`config.mk`:
```
export PLATFORM = sky130hd
export DESIGN_NAME = qalu_front
export DESIGN_NICKNAME = d
export VERILOG_FILES = /design/src/rtl/quaternion_alu_assert.svh /design/src/rtl/qalu_pkg.sv /design/src/rtl/qalu_front.sv
export SDC_FILE = /design/constraint.sdc
export NUM_CORES = 1
export LEC_CHECK = 0
export BUFFER_PORTS_ARGS = -buffer_cell sky130_fd_sc_hd__buf_2
export CAP_MARGIN = 25
export CORE_MARGIN = 4
export CORE_UTILIZATION = 45
export CTS_CLUSTER_SIZE = 40
export DETAILED_ROUTE_END_ITERATION = 6
export PLACE_DENSITY_LB_ADDON = 0.25
export SLEW_MARGIN = 20
export SYNTH_ARGS = -nofsm -noshare
export SYNTH_HDL_FRONTEND = slang
export SYNTH_SLANG_ARGS = --single-unit
```
`constraint.sdc`:
```
create_clock -name clk -period 10.95 [get_ports clk]
set_input_delay 1.6425 -clock clk [delete_from_list [all_inputs] [get_ports clk]]
set_output_delay 1.6425 -clock clk [all_outputs]
set_load 0.03 [all_outputs]
```
`src/rtl/quaternion_alu_assert.svh`:
```
// Assertion macros used by the quaternion ALU top level.
`ifndef QUATERNION_ALU_ASSERT_SVH
`define QUATERNION_ALU_ASSERT_SVH

// Same-cycle implication, sampled on clk and held off during reset.
`define QALU_ASSERT_IMP(label, pre, post, msg) \
  label: assert property (@(posedge clk) disable iff (!rst_n) (pre) |-> (post)) \
    else $error(msg);

// Next-cycle implication, sampled on clk and held off during reset.
`define QALU_ASSERT_NXT(label, pre, post, msg) \
  label: assert property (@(posedge clk) disable iff (!rst_n) (pre) |=> (post)) \
    else $error(msg);

`endif

```
`src/rtl/qalu_pkg.sv`:
```
// Types, constants and helper functions of the quaternion ALU.
`default_nettype none
package qalu_pkg;

  localparam int WORD_BITS    = 32;
  localparam int FRAC_BITS    = 16;
  localparam int QDEPTH       = 4;
  localparam int QPTR_BITS    = $clog2(QDEPTH);
  localparam int QCNT_BITS    = $clog2(QDEPTH + 1);
  localparam int PROD_TERMS   = 16;
  localparam int CORDIC_STEPS = 18;
  localparam int CORDIC_SH    = 14;
  localparam int MOD_STEPS    = 6;

  localparam logic signed [33:0] CORDIC_K   = 34'sd652032874;
  localparam logic [63:0]        ROUND_HALF = 64'd8192;
  localparam logic [31:0]        DEG90      = 32'd11796480;
  localparam logic [31:0]        DEG180     = 32'd23592960;
  localparam logic [31:0]        DEG270     = 32'd35389440;
  localparam logic [31:0]        DEG360     = 32'd47185920;

  localparam logic [1:0] STAT_OK   = 2'd0;
  localparam logic [1:0] STAT_ZERO = 2'd1;
  localparam logic [1:0] STAT_SAT  = 2'd2;

  typedef logic signed [WORD_BITS-1:0] word_t;

  localparam word_t WORD_MAX = {1'b0, {(WORD_BITS-1){1'b1}}};
  localparam word_t WORD_MIN = {1'b1, {(WORD_BITS-1){1'b0}}};

  typedef struct packed {
    logic [3:0] mode;
    word_t      a_s;
    word_t      a_x;
    word_t      a_y;
    word_t      a_z;
    word_t      b_s;
    word_t      b_x;
    word_t      b_y;
    word_t      b_z;
  } in_req_t;

  typedef struct packed {
    word_t      r_s;
    word_t      r_x;
    word_t      r_y;
    word_t      r_z;
    logic [1:0] status;
  } out_res_t;

  typedef enum logic [3:0] {
    OP_ADD   = 4'd0,
    OP_SUB   = 4'd1,
    OP_PROD  = 4'd2,
    OP_SCALE = 4'd3,
    OP_NORM  = 4'd4,
    OP_NRMZ  = 4'd5,
    OP_CONJ  = 4'd6,
    OP_INV   = 4'd7,
    OP_AXIS  = 4'd8,
    OP_NONE  = 4'd15
  } op_t;

  typedef struct packed {
    op_t     op;
    in_req_t req;
  } q_entry_t;

  typedef struct packed {
    word_t val;
    logic  ovf;
  } sat_t;

  typedef struct packed {
    logic       neg;
    logic [1:0] ai;
    logic [1:0] bi;
  } pterm_t;

  // Clamp a wide signed value to the word range.
  function automatic sat_t sat_word(input logic signed [65:0] v);
    sat_t r;
    if (v > 66'(WORD_MAX)) begin
      r.val = WORD_MAX;
      r.ovf = 1'b1;
    end else if (v < 66'(WORD_MIN)) begin
      r.val = WORD_MIN;
      r.ovf = 1'b1;
    end else begin
      r.val = v[WORD_BITS-1:0];
      r.ovf = 1'b0;
    end
    return r;
  endfunction

  // Build a signed word from sign and magnitude, clamping the magnitude.
  function automatic sat_t from_mag(input logic neg, input logic [63:0] m);
    sat_t        r;
    logic [63:0] lim;
    logic [63:0] mm;
    lim   = {{(65-WORD_BITS){1'b0}}, {(WORD_BITS-1){1'b1}}} + 64'(neg);
    r.ovf = (m > lim);
    mm    = r.ovf ? lim : m;
    r.val = neg ? -mm[WORD_BITS-1:0] : mm[WORD_BITS-1:0];
    return r;
  endfunction

  function automatic logic [WORD_BITS:0] mag_word(input word_t v);
    logic [WORD_BITS:0] t;
    t = {v[WORD_BITS-1], v};
    return v[WORD_BITS-1] ? -t : t;
  endfunction

  // Hamilton product terms in accumulation order, four per result field.
  function automatic pterm_t pterm(input logic [3:0] i);
    pterm_t p;
    case (i)
      4'd0:    p = '{1'b0, 2'd0, 2'd0};
      4'd1:    p = '{1'b1, 2'd1, 2'd1};
      4'd2:    p = '{1'b1, 2'd2, 2'd2};
      4'd3:    p = '{1'b1, 2'd3, 2'd3};
      4'd4:    p = '{1'b0, 2'd0, 2'd1};
      4'd5:    p = '{1'b0, 2'd1, 2'd0};
      4'd6:    p = '{1'b0, 2'd2, 2'd3};
      4'd7:    p = '{1'b1, 2'd3, 2'd2};
      4'd8:    p = '{1'b0, 2'd0, 2'd2};
      4'd9:    p = '{1'b0, 2'd2, 2'd0};
      4'd10:   p = '{1'b0, 2'd3, 2'd1};
      4'd11:   p = '{1'b1, 2'd1, 2'd3};
      4'd12:   p = '{1'b0, 2'd0, 2'd3};
      4'd13:   p = '{1'b0, 2'd3, 2'd0};
      4'd14:   p = '{1'b0, 2'd1, 2'd2};
      default: p = '{1'b1, 2'd2, 2'd1};
    endcase
    return p;
  endfunction

  // Arctangent of 2^-i in degrees, Q17.
  function automatic logic [23:0] atan_deg(input logic [4:0] i);
    logic [23:0] a;
    case (i)
      5'd0:    a = 24'd5898240;
      5'd1:    a = 24'd3481934;
      5'd2:    a = 24'd1839759;
      5'd3:    a = 24'd933890;
      5'd4:    a = 24'd468757;
      5'd5:    a = 24'd234607;
      5'd6:    a = 24'd117332;
      5'd7:    a = 24'd58670;
      5'd8:    a = 24'd29335;
      5'd9:    a = 24'd14668;
      5'd10:   a = 24'd7334;
      5'd11:   a = 24'd3667;
      5'd12:   a = 24'd1833;
      5'd13:   a = 24'd917;
      5'd14:   a = 24'd458;
      5'd15:   a = 24'd229;
      5'd16:   a = 24'd115;
      5'd17:   a = 24'd57;
      default: a = 24'd0;
    endcase
    return a;
  endfunction

endpackage
`default_nettype wire

```
`src/rtl/qalu_front.sv`:
```
// Request intake: mode decode and the queue that feeds the execution sequencer.
`default_nettype none
module qalu_front (
  input  wire logic               clk,
  input  wire logic               rst_n,
  input  wire logic               start,
  output logic                    busy,
  input  wire qalu_pkg::in_req_t  in_data,
  output logic                    q_valid,
  output qalu_pkg::q_entry_t      q_head,
  input  wire logic               q_pop
);
  import qalu_pkg::*;

  q_entry_t             q_mem_r [QDEPTH];
  logic [QPTR_BITS-1:0] wr_ptr_r, wr_ptr_nxt;
  logic [QPTR_BITS-1:0] rd_ptr_r, rd_ptr_nxt;
  logic [QCNT_BITS-1:0] cnt_r, cnt_nxt;
  logic                 push;
  op_t                  op_dec;

  always_comb begin
    case (in_data.mode) inside
      OP_ADD, OP_SUB, OP_PROD, OP_SCALE, OP_NORM,
      OP_NRMZ, OP_CONJ, OP_INV, OP_AXIS: op_dec = op_t'(in_data.mode);
      default:                           op_dec = OP_NONE;
    endcase
  end

  assign busy    = (cnt_r == QCNT_BITS'(QDEPTH));
  assign push    = start && !busy;
  assign q_valid = (cnt_r != '0);
  assign q_head  = q_mem_r[rd_ptr_r];

  always_comb begin
    wr_ptr_nxt = push ? wr_ptr_r + 1'b1 : wr_ptr_r;
    rd_ptr_nxt = q_pop ? rd_ptr_r + 1'b1 : rd_ptr_r;
    cnt_nxt    = cnt_r + QCNT_BITS'(push) - QCNT_BITS'(q_pop);
  end

  always_ff @(posedge clk) begin
    if (!rst_n) begin
      wr_ptr_r <= '0;
      rd_ptr_r <= '0;
      cnt_r    <= '0;
    end else begin
      wr_ptr_r <= wr_ptr_nxt;
      rd_ptr_r <= rd_ptr_nxt;
      cnt_r    <= cnt_nxt;
    end
  end

  always_ff @(posedge clk) begin
    if (push) begin
      q_mem_r[wr_ptr_r] <= '{op: op_dec, req: in_data};
    end
  end

endmodule
`default_nettype wire

```
==> impl_metrics.csv <==
group,metric,value,unit
placement,placed_cells_incl_taps,3061,
routing,detailroute.via_count,17100,
critical_path,largest_delay_share_family_worst_path,"buffers and inverters",
global_route,grt-ovfl-total,0,
logic_synthesis,avgSynthCellArea,27.1,um^2
pwr,vdd_drop_max,0.000169,V
placement,placement.cell_area,42400,um^2
worst_hold_path,hold_start,"wr_ptr_r[1]$_SDFFE_PN0P_",
final_layout,stdcell_area,46000,um^2
sta,max_freq,0.178,GHz
logic_synthesis,synthesis.instances,1433,
sta,fin_tns_setup,0,ns
cts,number_of_clock_sinks,1065,
pwr,design_power_total,10.1,mW
cts,clockRootBuffer,"sky130_fd_sc_hd__clkbuf_16",
worst_hold_path,worst_hold_end,"wr_ptr_r[1]$_SDFFE_PN0P_",
critical_path,worstPathRequired,9.31,ns
sta,timing_hold_violations_final,0,
critical_path,r2r-start,"cnt_r[1]$_SDFF_PN0_",
critical_path,startpoint_type,"flip-flop",
cts,cts_max_level,3,
run_status,result_of_the_run,"finished clean",
sta,period_share,51.2,%
critical_path,setup.reg_to_reg.worst_slack,7.37,ns
critical_path,path_buf_inv,4,
critical_path,worstReg2RegEnd,"q_mem_r[2][97]$_DFFE_PP_",
sta,unrepaired_setup_endpoints_after_global_routing,"no",
cts,cts_tree,"built",
routing,wirelength,77900,um
cts,clk_pin_slew,0.06,ns
cts,worst_skew_pair_later_pin_latency,0.66,ns
cts,post_cts.repair.setup_buffers,0,
global_route,maximum_number_of_pins_on_one_net_before_global_route_repair,157,
cts,cts-hold-fix-buffers,0,
die,die_w,302,um
die,fp.coreArea,85400,um^2
final_layout,fin_nets,2298,
critical_path,slowest_delay,0.80,ns
flow_run,maxCapViolCount,0,
logic_synthesis,syn_area,38900,um^2
logic_synthesis,synth-main-ff-cell,"sky130_fd_sc_hd__edfxtp_1",
routing,route.detailed.wl_per_inst,23.8,um
sta,worst_pin_slew,1.42,ns
logic_synthesis,number_of_enable_flip_flop_cells_after_synthesis,1056,
placement,hpwl,47000,um
logic_synthesis,synth_warnings,0,
die,floorplan.die_area,91200,um^2
sta,final-setup-viol-count,0,
critical_path,cp-end-kind,"primary output",
worst_hold_path,worstHoldPathCells,2,
sta,period_minus_slack,5.61,ns
worst_hold_path,holdCritPathClass,"flip-flop to flip-flop",
global_route,grt.total_usage,16.9,%
global_route,initial_antenna_violation_count,23,
routing,ant_nets,0,
critical_path,worstSetupPathType,"flip-flop to primary output",
routing,drt-vias-per-instance,5.22,
die,initial_utilization,45.5,%
routing,drt-initial-drc-count,1039,
die,num_io_pins,530,
critical_path,worst_r2r_path_depth,5,
final_layout,drive_above_1_share,45.6,%
cts,cts_repair_resize_count,0,
logic_synthesis,synth_seq_area_share,82.0,%
critical_path,cp_data_arrival_time,3.97,ns
sta,drv_slew,0,
global_route,first_global_vias,18200,
die,num_rows,107,
pwr,p_leak,15.2,nW
final_layout,areaGrowthSynthToFinish,18.3,%
sta,worst_clock_skew,0.0257,ns
global_route,grt_pass1_wl,116000,um
cts,cts_made_buffers,106,
die,die_h,302,um
logic_synthesis,syn-num-nets,1704,
routing,dr.pass1.iters,5,
placement,gpl.final_weighted_congestion,0.745,
critical_path,max_fanout_on_critical_path,79,
logic_synthesis,yosys_register_bits,1065,
critical_path,cp_slowest_cell,"sky130_fd_sc_hd__buf_4",
final_layout,instances_no_fill,3274,
cts,ctsLongestPathBuffers,3,
pwr,power.density_cell_area,221,nW/um^2
logic_synthesis,postSynth.asyncResetShare,0,%
routing,residual_drc,0,
critical_path,cp_cell_instances,"buf_4 -> buf_12 -> buf_16 -> mux4_2 -> buf_2",
sta,hold_slack,0.497,ns
placement,io_buffer_count,529,
logic_synthesis,synth_cell_types,20,
sta,timing.max_slew.rel_slack,5.51,%
## layer usage
| metal | share of wire [%] | up-vias | global-route usage [%] | routed length (um) |
|---|---|---|---|---|
| met1 | 38 | 8968 | 21.3 | 29400 |
| met3 | 7.1 | 158 | 4.67 | 5540 |
| met5 | 0.18 | - | 0 | 144 |
| met4 | 3.0 | 20 | 5.75 | 2340 |
| met2 | 52 | 513 | 28.7 | 40500 |
| li1 | - | 7440 | - | - |
## stage by stage
stage | util (%) | setup WS [ns]
3_5_place_dp | 49.7 | 5.98
3_3_place_gp | 49.7 | 5.96
6_report | 53.9 | 5.34
5_1_grt | 53.8 | 4.91
4_1_cts | 53.8 | 5.23
2_1_floorplan | - | 2.27
## power by group
part	internal, mW	switching, mW	total, mW
combinational	0.517	1.06	1.58
clock	2.08	1.45	3.54
sequential	4.93	0.0891	5.02
total	7.54	2.61	10.1
## synthesized netlist by cell type (3+ instances only)
cell type	number	area (um^2)
sky130_fd_sc_hd__dfxtp_1	9	180
sky130_fd_sc_hd__buf_2	26	130
sky130_fd_sc_hd__buf_12	29	581
sky130_fd_sc_hd__xnor2_1	3	26.3
sky130_fd_sc_hd__o21ai_0	3	15.0
sky130_fd_sc_hd__nand2b_1	3	18.8
sky130_fd_sc_hd__edfxtp_1	1056	31700
sky130_fd_sc_hd__inv_1	5	18.8
sky130_fd_sc_hd__nand2_1	5	18.8
sky130_fd_sc_hd__ha_1	6	75.1
sky130_fd_sc_hd__mux4_2	264	5950
sky130_fd_sc_hd__and2_1	9	56.3
sky130_fd_sc_hd__clkbuf_1	6	22.5
## how the worst max path moves through the flow
stage / startpoint / endpoint / cells after the start
2_1_floorplan: start / q_mem_r[0][0]$_DFFE_PP_ / 3
3_3_place_gp: flip-flop / q_head[83] / 4
3_5_place_dp: flip-flop / q_head[260] / 4
4_1_cts: flip-flop / q_head[83] / 4
5_1_grt: flip-flop / q_head[212] / 5
6_report: flip-flop / q_head[83] / 5
## cell type report
| class | count | area (um^2) |
|---|---|---|
| multi-input cells | 301 | 6240 |
| flip-flops and latches | 1065 | 31900 |
| clock inverters | 66 | 674 |
| inverters | 5 | 18.8 |
| repair buffers | 548 | 2890 |
| well taps | 1144 | 1430 |
| diodes | 14 | 35.0 |
| clock buffers | 131 | 2810 |
| fillers | 6564 | 39400 |
## worst reg2reg max path: stages (launching register included)
cell	delay [ns]
sky130_fd_sc_hd__dfxtp_1	0.41
sky130_fd_sc_hd__nor3b_1	0.09
sky130_fd_sc_hd__nor2b_1	0.47
sky130_fd_sc_hd__and2_4	0.54
sky130_fd_sc_hd__buf_4	0.68
sky130_fd_sc_hd__buf_4	0.83
## cell families (layout without fill, tap and decap cells)
family | Yosys count | after routing | synth area share (%)
AOI/OAI and AO/OA | 3 | 3 | 0.0386
xor gates and xnor gates | 4 | 4 | 0.0901
adders and majority gates | 7 | 7 | 0.245
buffers and inverters | 67 | 750 | 1.96
DFF | 1065 | 1065 | 82.0
muxes | 266 | 266 | 15.3
other | 0 | 14 | 0
and+or+nand+nor | 21 | 21 | 0.309
## cell usage in the layout, fill, tap and decap left out
master                       synthesis  final
sky130_fd_sc_hd__and2_1              9      5
sky130_fd_sc_hd__and2_4              0      4
sky130_fd_sc_hd__buf_12             29      5
sky130_fd_sc_hd__buf_16              0      2
sky130_fd_sc_hd__buf_2              26    529
sky130_fd_sc_hd__buf_4               0     12
sky130_fd_sc_hd__bufinv_16           0     11
sky130_fd_sc_hd__clkbuf_1            6     22
sky130_fd_sc_hd__clkbuf_16           0    109
sky130_fd_sc_hd__clkinv_1            0     29
sky130_fd_sc_hd__clkinv_16           0      3
sky130_fd_sc_hd__clkinv_2            0     17
sky130_fd_sc_hd__clkinv_4            0      1
sky130_fd_sc_hd__clkinvlp_4          0      3
sky130_fd_sc_hd__dfxtp_1             9      7
sky130_fd_sc_hd__dfxtp_4             0      2
sky130_fd_sc_hd__diode_2             0     14
sky130_fd_sc_hd__edfxtp_1         1056   1056
sky130_fd_sc_hd__fa_1                1      1
sky130_fd_sc_hd__ha_1                6      6
sky130_fd_sc_hd__inv_1               5      5
sky130_fd_sc_hd__inv_16              0      1
sky130_fd_sc_hd__inv_6               0      1
sky130_fd_sc_hd__mux2i_1             2      2
sky130_fd_sc_hd__mux4_2            264    264
sky130_fd_sc_hd__nand2_1             5      5
sky130_fd_sc_hd__nand2b_1            3      3
sky130_fd_sc_hd__nor2b_1             2      2
sky130_fd_sc_hd__nor3b_1             1      1
sky130_fd_sc_hd__o21ai_0             3      3
sky130_fd_sc_hd__or3_1               1      1
sky130_fd_sc_hd__xnor2_1             3      3
sky130_fd_sc_hd__xor2_1              1      1
## registers in the layout, summed over array words and instances (netlist names), named ones only
register,count
wr_ptr_r,2
rd_ptr_r,2
cnt_r,3
q_mem_r,1056
Note: power is estimated with default switching activity, not from simulation.
